## config.mk

```make
export PLATFORM = sky130hd
export DESIGN_NAME = bpa_seq
export DESIGN_NICKNAME = d
export VERILOG_FILES = /design/src/sv/bpa_pkg.sv /design/src/sv/bpa_seq.sv
export SDC_FILE = /design/constraint.sdc
export NUM_CORES = 1
export LEC_CHECK = 0
export BUFFER_PORTS_ARGS = -buffer_cell sky130_fd_sc_hd__buf_2
export CAP_MARGIN = 20
export CORE_MARGIN = 4
export CORE_UTILIZATION = 35
export CTS_BUF_LIST = sky130_fd_sc_hd__clkbuf_8
export CTS_CLUSTER_DIAMETER = 80
export CTS_CLUSTER_SIZE = 10
export DETAILED_ROUTE_END_ITERATION = 10
export SLEW_MARGIN = 20
export SYNTH_ARGS = -nofsm -noshare
export SYNTH_HDL_FRONTEND = slang
export SYNTH_SLANG_ARGS = --single-unit
```

## constraint.sdc

```tcl
create_clock -name clk -period 11.49 [get_ports clk]
set_input_delay 1.7235 -clock clk [delete_from_list [all_inputs] [get_ports clk]]
set_output_delay 1.7235 -clock clk [all_outputs]
set_load 0.02 [all_outputs]
```

## src/sv/bpa_pkg.sv

```systemverilog
package bpa_pkg;

  localparam int PAGE_W     = 16;
  localparam int LINK_W     = PAGE_W + 1;
  localparam int NUM_PAGES  = 1 << PAGE_W;
  localparam int NUM_ORDERS = 11;
  localparam int ORD_W      = 4;
  localparam int TOP_ORDER  = NUM_ORDERS - 1;

  localparam logic [LINK_W-1:0] NIL = LINK_W'(NUM_PAGES);
  localparam logic [ORD_W-1:0]  TOP = ORD_W'(TOP_ORDER);

  localparam logic [1:0] OP_ALLOC = 2'd0;
  localparam logic [1:0] OP_FREE  = 2'd1;
  localparam logic [1:0] OP_INIT  = 2'd2;

  localparam logic CFG_FIRST = 1'b0;
  localparam logic CFG_END   = 1'b1;

  typedef struct packed {
    logic [1:0]        op;
    logic [ORD_W-1:0]  order;
    logic [PAGE_W-1:0] page;
  } req_t;

  typedef struct packed {
    logic              ok;
    logic [PAGE_W-1:0] block_page;
    logic [ORD_W-1:0]  block_order;
  } rsp_t;

  typedef struct packed {
    logic [PAGE_W-1:0] first;
    logic [LINK_W-1:0] endp;
  } cfg_t;

  typedef struct packed {
    logic              free_we;
    logic [PAGE_W-1:0] free_addr;
    logic              free_val;
    logic              ord_we;
    logic [PAGE_W-1:0] ord_addr;
    logic [ORD_W-1:0]  ord_val;
    logic              next_we;
    logic [PAGE_W-1:0] next_addr;
    logic [LINK_W-1:0] next_val;
    logic              prev_we;
    logic [PAGE_W-1:0] prev_addr;
    logic [LINK_W-1:0] prev_val;
  } mem_wr_t;

  typedef struct packed {
    logic              free;
    logic [ORD_W-1:0]  ord;
    logic [LINK_W-1:0] next;
    logic [LINK_W-1:0] prev;
  } mem_rd_t;

endpackage

```

## src/sv/bpa_seq.sv

```systemverilog
module bpa_seq (
  input  logic                       clk,
  input  logic                       rst,
  input  logic                       req_valid,
  output logic                       req_stall,
  input  bpa_pkg::req_t              req,
  input  bpa_pkg::cfg_t              cfg,
  output logic                       res_valid,
  input  logic                       res_ready,
  output bpa_pkg::rsp_t              res,
  output bpa_pkg::mem_wr_t           wr,
  output logic [bpa_pkg::PAGE_W-1:0] rd_addr,
  input  bpa_pkg::mem_rd_t           rd
);
  import bpa_pkg::*;

  typedef enum logic [3:0] {
    S_CLR, S_IDLE, S_A_SCAN, S_A_UL, S_A_SPLIT, S_A_FIN, S_F_CHK,
    S_M_CHK, S_M_RD, S_PUSH_A, S_PUSH_B, S_C_NEXT, S_C_FIT, S_DONE
  } state_t;

  state_t            state;
  logic [1:0]        op_r;
  logic [ORD_W-1:0]  want;
  logic [ORD_W-1:0]  k;
  logic [PAGE_W-1:0] p;
  logic [PAGE_W-1:0] q;
  logic [LINK_W-1:0] h;
  logic [LINK_W-1:0] a;
  logic [LINK_W-1:0] endc;
  logic [PAGE_W-1:0] clr;
  logic              init_pend;
  logic [LINK_W-1:0] head [NUM_ORDERS];

  logic [PAGE_W-1:0] bud;
  logic              do_ul;
  logic [PAGE_W-1:0] ul_page;
  logic [ORD_W-1:0]  ul_ord;
  logic [ORD_W-1:0]  rd_ord_c;
  logic [LINK_W-1:0] span;
  logic [LINK_W-1:0] blk;
  logic              carve_ok;
  logic              in_range;

  assign req_stall = (state != S_IDLE);
  assign res_valid = (state == S_DONE);

  always_comb begin
    bud      = p ^ (PAGE_W'(1) << k);
    rd_ord_c = (rd.ord > TOP) ? TOP : rd.ord;
    ul_ord   = rd_ord_c;
    do_ul    = (state == S_A_UL) ||
               ((state == S_M_RD) && rd.free && (rd.ord == k));
    ul_page  = (state == S_A_UL) ? p : bud;
    blk      = LINK_W'(1) << k;
    span     = endc - a;
    carve_ok = ((a & (blk - LINK_W'(1))) == '0) && (span >= blk);
    in_range = (bud >= cfg.first) && ({1'b0, bud} < cfg.endp);
    wr       = '0;
    rd_addr  = '0;
    case (state)
      S_IDLE:   rd_addr = req.page;
      S_A_SCAN: rd_addr = head[k][PAGE_W-1:0];
      S_M_CHK:  rd_addr = bud;
      S_CLR: begin
        wr.free_we   = 1'b1;
        wr.free_addr = clr;
        wr.free_val  = 1'b0;
      end
      S_PUSH_A: begin
        wr.next_we   = 1'b1;
        wr.next_addr = q;
        wr.next_val  = head[k];
        wr.prev_we   = 1'b1;
        wr.prev_addr = q;
        wr.prev_val  = NIL;
        wr.free_we   = 1'b1;
        wr.free_addr = q;
        wr.free_val  = 1'b1;
        wr.ord_we    = 1'b1;
        wr.ord_addr  = q;
        wr.ord_val   = k;
      end
      S_PUSH_B: begin
        wr.prev_we   = (h != NIL);
        wr.prev_addr = h[PAGE_W-1:0];
        wr.prev_val  = {1'b0, q};
      end
      S_A_FIN: begin
        wr.ord_we   = 1'b1;
        wr.ord_addr = p;
        wr.ord_val  = want;
      end
      default: ;
    endcase
    // unlink from the free list using the entry just read
    if (do_ul) begin
      wr.next_we   = (rd.prev != NIL);
      wr.next_addr = rd.prev[PAGE_W-1:0];
      wr.next_val  = rd.next;
      wr.prev_we   = (rd.next != NIL);
      wr.prev_addr = rd.next[PAGE_W-1:0];
      wr.prev_val  = rd.prev;
      wr.free_we   = 1'b1;
      wr.free_addr = ul_page;
      wr.free_val  = 1'b0;
    end
  end

  always_ff @(posedge clk) begin
    if (rst) begin
      state     <= S_CLR;
      clr       <= '0;
      init_pend <= 1'b0;
      for (int i = 0; i < NUM_ORDERS; i++) begin
        head[i] <= NIL;
      end
    end else begin
      if (do_ul && (rd.prev == NIL)) begin
        head[ul_ord] <= rd.next;
      end
      case (state)
        S_CLR: begin
          clr <= clr + PAGE_W'(1);
          if (clr == PAGE_W'(NUM_PAGES - 1)) begin
            if (init_pend) begin
              init_pend <= 1'b0;
              a         <= {1'b0, cfg.first};
              endc      <= (cfg.endp > NIL) ? NIL : cfg.endp;
              state     <= S_C_NEXT;
            end else begin
              state <= S_IDLE;
            end
          end
        end
        S_IDLE: begin
          if (req_valid) begin
            op_r <= req.op;
            want <= req.order;
            k    <= req.order;
            p    <= req.page;
            res  <= '0;
            case (req.op)
              OP_ALLOC: state <= (req.order > TOP) ? S_DONE : S_A_SCAN;
              OP_FREE:  state <= S_F_CHK;
              OP_INIT: begin
                for (int i = 0; i < NUM_ORDERS; i++) begin
                  head[i] <= NIL;
                end
                clr       <= '0;
                init_pend <= 1'b1;
                state     <= S_CLR;
              end
              default: state <= S_DONE;
            endcase
          end
        end
        S_A_SCAN: begin
          if (head[k] != NIL) begin
            p     <= head[k][PAGE_W-1:0];
            state <= S_A_UL;
          end else if (k == TOP) begin
            state <= S_DONE;
          end else begin
            k <= k + ORD_W'(1);
          end
        end
        S_A_UL: state <= S_A_SPLIT;
        S_A_SPLIT: begin
          if (k > want) begin
            k     <= k - ORD_W'(1);
            q     <= p ^ (PAGE_W'(1) << (k - ORD_W'(1)));
            state <= S_PUSH_A;
          end else begin
            state <= S_A_FIN;
          end
        end
        S_A_FIN: begin
          res.ok          <= 1'b1;
          res.block_page  <= p;
          res.block_order <= want;
          state           <= S_DONE;
        end
        S_F_CHK: begin
          if (rd.free) begin
            state <= S_DONE;
          end else begin
            k     <= rd_ord_c;
            state <= S_M_CHK;
          end
        end
        S_M_CHK: begin
          if ((k == TOP) || !in_range) begin
            q     <= p;
            state <= S_PUSH_A;
          end else begin
            state <= S_M_RD;
          end
        end
        S_M_RD: begin
          if (do_ul) begin
            p     <= p & ~(PAGE_W'(1) << k);
            k     <= k + ORD_W'(1);
            state <= S_M_CHK;
          end else begin
            q     <= p;
            state <= S_PUSH_A;
          end
        end
        S_PUSH_A: begin
          h       <= head[k];
          head[k] <= {1'b0, q};
          state   <= S_PUSH_B;
        end
        S_PUSH_B: begin
          case (op_r)
            OP_ALLOC: state <= S_A_SPLIT;
            OP_FREE: begin
              res.ok          <= 1'b1;
              res.block_page  <= q;
              res.block_order <= k;
              state           <= S_DONE;
            end
            default: begin
              a     <= a + blk;
              state <= S_C_NEXT;
            end
          endcase
        end
        S_C_NEXT: begin
          if (a < endc) begin
            k     <= TOP;
            state <= S_C_FIT;
          end else begin
            res.ok <= 1'b1;
            state  <= S_DONE;
          end
        end
        S_C_FIT: begin
          if (carve_ok || (k == '0)) begin
            q     <= a[PAGE_W-1:0];
            state <= S_PUSH_A;
          end else begin
            k <= k - ORD_W'(1);
          end
        end
        S_DONE: begin
          if (res_ready) begin
            state <= S_IDLE;
          end
        end
        default: state <= S_IDLE;
      endcase
    end
  end

endmodule

```

==> results.tsv, run 1 <==
metric	value	unit
status	finished, final reports clean	
place_area	0.0255	sq mm
finalCritPeriodShare	0.536	
place.gp.congestion	0.989	
slowest_delay	660	ps
overflow	0	
area_growth	13.6	%
yosysUniqueCellTypes	77	
multi_input_area	0.0102	sq mm
avgRoutedWirePerCell	27.6	um
hold_class	register to register	
fillers	6356	
grt_max_degree	59	
die-width	266	um
syn_inst	2207	
cp_cell_sequence	buf_2 -> xor2_1 -> nor4_1 -> nand3_2 -> o21ai_4 -> inv_1 -> a21boi_0 -> buf_2	
post_cts_buffers	0	
synth_compound_area_frac	0.122	
viasPerCell	5.91	
final_area	0.0264	sq mm
yosys_warnings	0	
dieHeight	266	um
power_density	197	mW/mm^2
dieArea	0.0706	sq mm
clockBufferDepth	3	
rsz0062_at_grt	false	
yosys.area_share.adder	0.0610	
ys.flop_type	edfxtp_1	
io_pins	244	
worst_pin_slew	1200	ps
seq_area	0.0121	sq mm
synth_top_family_by_area	simple AND/OR/NAND/NOR gates	
crit_type	primary input to output pin	
syn_area	0.0232	sq mm
grt_pass1_wl	130000	um
avgSynthCellArea	10.5	sq um
grt_usage	0.249	
clkTransAtPathRegs	70	ps
antenna_cells	0	
drv_slew	0	
power	0.00521	W
skew	31.7	ps
p_leak	11.0	nW
path_common_cell	buf_2	
initial_core_util	0.353	
fp.coreArea	0.0657	sq mm
ys_ff_latch	411	
fmax	162	MHz
startpoint_type	primary input	
num_rows	94	
wirelength	91600	um
synthMuxAreaShare	0.0783	
drc	0	
place_ws	5280	ps
fin_ws	5330	ps
cap_violations	0	
cts_tree	yes	
clock-sinks	411	
arrival	4440	ps
fin_nets	2635	
synth_edf_count	386	
fin_hold_ws	517	ps
via_count	19606	
antenna_found_initial	2	
drt-pass1-iter-count	6	
layout_min_cycle_time	6160	ps
drt_iter0_drc	2596	
setup_viol	0	
hold_buffers	0	
relSlewSlack	0.181	
irDropWorstVdd	0.111	mV
ys_seq_area_frac	0.520	
drive_above_1_share	0.189	
synth-xor-area-share	0.0173	
numCtsBuffers	50	
end_kind	output pin	
ctsRootBufferMaster	clkbuf_8	
synthArstFlopShare	0	
grt_pass1_vias	18694	
htree_levels	2	
critPathMaxFanout	19	
final_hold_viol_count	0	
synth_nets	2417	
cts_resized	0	
portBuffers	243	
slowest_stage	a21boi_0	
critPathRequiredTime	9770	ps
synth-simple-area-share	0.155	
rrSetupSlack	5790	ps
clk_latency	680	ps
ant_nets	0	
fin_tns_setup	0	ps
dp_hpwl	69500	um
## kinds of logic after synthesis
group	Yosys count
fa+ha+maj	112
xor+xnor	46
mux	109
compound gates	420
simple gates	842
flops	411
buf+inv	267
## synth_stat cells (5+ instances only)
cell / n / area (sq um)
nor2_1: 287 / 1080
buf_1: 16 / 60.1
xor2_1: 20 / 175
o2111ai_1: 18 / 158
mux4_2: 56 / 1260
ha_1: 110 / 1380
nand4_1: 12 / 75.1
nor2b_1: 19 / 119
nor3_1: 25 / 125
a2111oi_0: 5 / 43.8
or3_1: 12 / 75.1
a21o_1: 17 / 128
o221ai_1: 29 / 254
a221o_1: 5 / 50.1
o31ai_1: 9 / 67.6
and3_1: 5 / 31.3
a22o_1: 8 / 70.1
nand3_1: 77 / 385
a22oi_1: 22 / 165
or2_2: 7 / 43.8
a21oi_1: 84 / 420
o21a_1: 12 / 90.1
dfxtp_1: 25 / 500
o211ai_1: 14 / 105
o22ai_1: 6 / 37.5
inv_1: 141 / 529
buf_2: 9 / 45.0
nor4_1: 19 / 119
o21ai_0: 112 / 561
a221oi_1: 17 / 149
and2_1: 7 / 43.8
clkbuf_1: 89 / 334
a31oi_1: 10 / 62.6
nand2_1: 344 / 1290
mux2_2: 6 / 67.6
edfxtp_1: 386 / 11600
nand2b_1: 12 / 75.1
a211oi_1: 12 / 90.1
xnor2_1: 26 / 228
a221oi_2: 5 / 75.1
nor4b_1: 5 / 43.8
mux2i_1: 43 / 430
## cells in the final DEF (no fill, tap or decap), drive strengths merged, types with 12 or more instances in the layout
cell     Yosys  final
nor2       287    287
or3         12     12
nand3       78     78
o21ai      116    116
mux2i       43     43
a21oi       85     85
inv        144    166
dfxtp       25     25
mux4        56     56
o2111ai     18     18
nand4       13     13
nand2      344    344
o221ai      29     29
nor2b       19     19
a211oi      12     12
buf         33    288
a221oi      22     22
nor3        26     26
xor2        20     20
o211ai      15     15
xnor2       26     26
clkbuf      89     50
a21o        17     17
edfxtp     386    386
ha         110    110
nor4        19     19
nand2b      12     12
a22oi       22     22
o21a        12     12
## sequential cells by signal (all words and copies together), names as in the netlist, named ones only
register   count
a             17
clr           16
endc          17
h             17
head         272
init_pend      1
k              4
op_r           2
p             16
q             16
res           21
state          4
want           4
## worst max-delay path: cells and delay by family
family | cells | cell delay [ps]
and+or+nand+nor | 2 | 940
AOI/OAI and AO/OA | 2 | 1040
xor gates and xnor gates | 1 | 150
buffers and inverters | 3 | 580
## report_power, final
part / switching, W / total, W / leakage (nW) / internal [W]
Clock: 0.000584 / 0.00104 / 0.527 / 0.000456
Combinational: 0.00144 / 0.00220 / 6.57 / 0.000757
Sequential: 0.000170 / 0.00197 / 3.91 / 0.00180
## metal layers
layer | global-route usage | share of wire | up-vias
met1 | 0.329 | 0.38 | 9675
met5 | 0 | 0.00020 | -
met2 | 0.407 | 0.47 | 1226
li1 | - | - | 8495
met3 | 0.0437 | 0.10 | 208
met4 | 0.104 | 0.046 | 2
## cell type report
| cell class | count | share of cell area |
|---|---|---|
| clock buffers | 50 | 0.0261 |
| clock inverters | 29 | 0.00815 |
| multi-input cells | 1529 | 0.387 |
| repair buffers | 288 | 0.0591 |
| well taps | 864 | 0.0409 |
| flip-flops and latches | 411 | 0.458 |
| inverters | 145 | 0.0206 |
## worst paths after layout
kind | start | end | cells after the start
worst max-delay path | rd[36] | wr[67] | 8
worst max register to register | a[1] | q[3] | 23
worst min-delay path | clr[15] | clr[15] | 2
worst min register to register | clr[15] | clr[15] | 2
## through the flow
stage,instances,util
after detailed placement,3235,0.387
after global placement,3235,0.387
after CTS,3314,0.401
final,3316,0.402
after floorplan,2207,-
after global routing,3316,0.402
Note: power is estimated with default switching activity, not from simulation.
==> run 2: changes to the inputs <==
==> constraint.sdc (replaced) <==
create_clock -name clk -period 5.9 [get_ports clk]
set_input_delay 0.885 -clock clk [delete_from_list [all_inputs] [get_ports clk]]
set_output_delay 0.885 -clock clk [all_outputs]
set_load 0.02 [all_outputs]
==> results.tsv, run 2 (same netlist as run 1, synthesis figures left out) <==
metric	value	unit	change
dp_hpwl	71500	um	+2.9%
grt_pass1_vias	19042		+1.9%
fmax	183	MHz	
largest_reg_flops	272		unchanged
place.gp.congestion	1.01		+1.8%
grt_max_degree	40		-32%
initial_core_util	0.353		unchanged
dieHeight	266	um	unchanged
fp.coreArea	0.0657	sq mm	unchanged
setup.worst_path.start	a[1]		
clock-sinks	411		unchanged
drc	0		unchanged
worstHoldEndpoint	want[2]		
crit_type	register to register		
fin_nets	2668		+1.3%
place_ws	250	ps	-5030 ps
arrival	5820	ps	+1380 ps
skew	64.7	ps	+33.0 ps
worstHoldStart	req[18]		
worstReg2RegStart	a[1]		
end_kind	register		
fin_tns_setup	0	ps	unchanged
hold_class	primary input to register		
cts_tree	yes		
top_regs	head x272, res x21		
ant_nets	0		unchanged
drt_iter0_drc	2014		-22%
portBuffers	243		unchanged
power_density	381	mW/mm^2	+93%
clockBufferDepth	3		unchanged
area_growth	14.6	%	
antenna_found_initial	2		unchanged
irDropWorstVdd	0.288	mV	+160%
layout.cells.most_common	edfxtp_1		
viasPerCell	5.73		-3.1%
via_count	19195		-2.1%
drv_slew	0		unchanged
setup_viol	0		unchanged
critPathRequiredTime	6270	ps	-3500 ps
clk_latency	700	ps	+20 ps
fin_ws	441	ps	-4890 ps
p_leak	11.2	nW	+1.7%
regMostFlops	head		
drive_above_1_share	0.200		+0.0104
status	finished, final reports clean		
wirelength	92800	um	+1.3%
overflow	0		unchanged
holdPathStages	1		-1
ctsRootBufferMaster	clkbuf_8		
relSlewSlack	0.260		+0.0786
dieArea	0.0706	sq mm	unchanged
r2r-end	q[13]		
cap_violations	0		unchanged
io_pins	244		unchanged
startpoint_type	register		
critPathMaxFanout	16		-3
final_hold_viol_count	0		unchanged
finalCritPeriodShare	0.925		
numCtsBuffers	49		-2.0%
num_rows	94		unchanged
avgRoutedWirePerCell	27.7	um	+0.31%
htree_levels	2		unchanged
rrSetupSlack	440	ps	-5350 ps
place_area	0.0257	sq mm	+0.93%
die-width	266	um	unchanged
drt-pass1-iter-count	6		unchanged
layout_min_cycle_time	5460	ps	
final_area	0.0266	sq mm	+0.88%
hold_buffers	0		unchanged
final_cell_mix	edfxtp_1, nand2_1, nor2_1		
worst_r2r_path_depth	23		unchanged
grt_usage	0.254		+0.00543
worst_pin_slew	1080	ps	-125 ps
rsz0062_at_grt	false		
grt_pass1_wl	132000	um	+2.0%
clkTransAtPathRegs	90	ps	+20 ps
[run 2: changes by cell type in the layout (fill, tap and decap cells not counted), sizes merged]
| cell | delta |
|---|---|
| buf | +34 |
| bufinv | -1 |
| clkinv | +1 |
| diode | +1 |
| inv | -1 |
[run 2: how the worst max path moves through the flow]
stage                 end  slack [ps]
finish              q[13]         440
global route        q[13]          60
CTS                 q[13]         200
detailed placement  q[13]         250
global placement    q[13]         320
floorplan            q[0]         430
[run 2: stage by stage]
stage          hold WS (ps)  utilization  power (W)  instances
4_1_cts                 370        0.404     0.0101       3348
6_report                408        0.405     0.0102       3350
3_5_place_dp            524        0.391    0.00819       3270
5_1_grt                 388        0.405     0.0106       3349
3_3_place_gp            492        0.391    0.00818       3270
2_1_floorplan           471            -    0.00639       2207
[run 2: repair_timing]
| action | 4_1_cts | 5_1_grt |
|---|---|---|
| gates resized for setup | 0 | 4 |
| buffers inserted | 0 | 0 |
| endpoints found under the setup margin | 0 | 16 |
[run 2: power by group]
part / total, W / internal (W) / switching [W]
clock: 0.00195 / 0.000834 / 0.00111
combinational: 0.00444 / 0.00154 / 0.00291
sequential: 0.00376 / 0.00350 / 0.000263
[run 2: routing by layer]
layer / GRT usage / routed length, um / vias up
met3: 0.0423 / 7290 / 149
met4: 0.0842 / 3200 / 0
met5: 0 / 0 / -
met1: 0.337 / 37900 / 9592
li1: - / - / 8551
met2: 0.428 / 44400 / 903
[run 2: area by class of cell]
cell class / count / area (sq um)
fillers: 6443 / 39100
flip-flops and latches: 411 / 12100
multi-input cells: 1529 / 10200
repair buffers: 322 / 1830
well taps: 864 / 1080
clock buffers: 50 / 688
inverters: 145 / 544
clock inverters: 28 / 175
diodes: 1 / 2.50
[run 2: critical path, stage by stage (launching register included)]
cell       delay (ps)
edfxtp_1          480
inv_1             190
ha_1              270
nor2b_1           150
o2111ai_1         240
nand3_1           160
o21ai_2           130
nor2b_1            70
o21a_1            160
or2_2             290
a21o_1            180
a21oi_1           170
xnor2_1            90
ha_1              320
nand3_1           100
nor4_1            240
o21ai_0           160
a31oi_2           370
nor2_1             90
a31oi_1           190
nand3_1           220
and3_1            290
a2111oi_4         320
buf_6             230
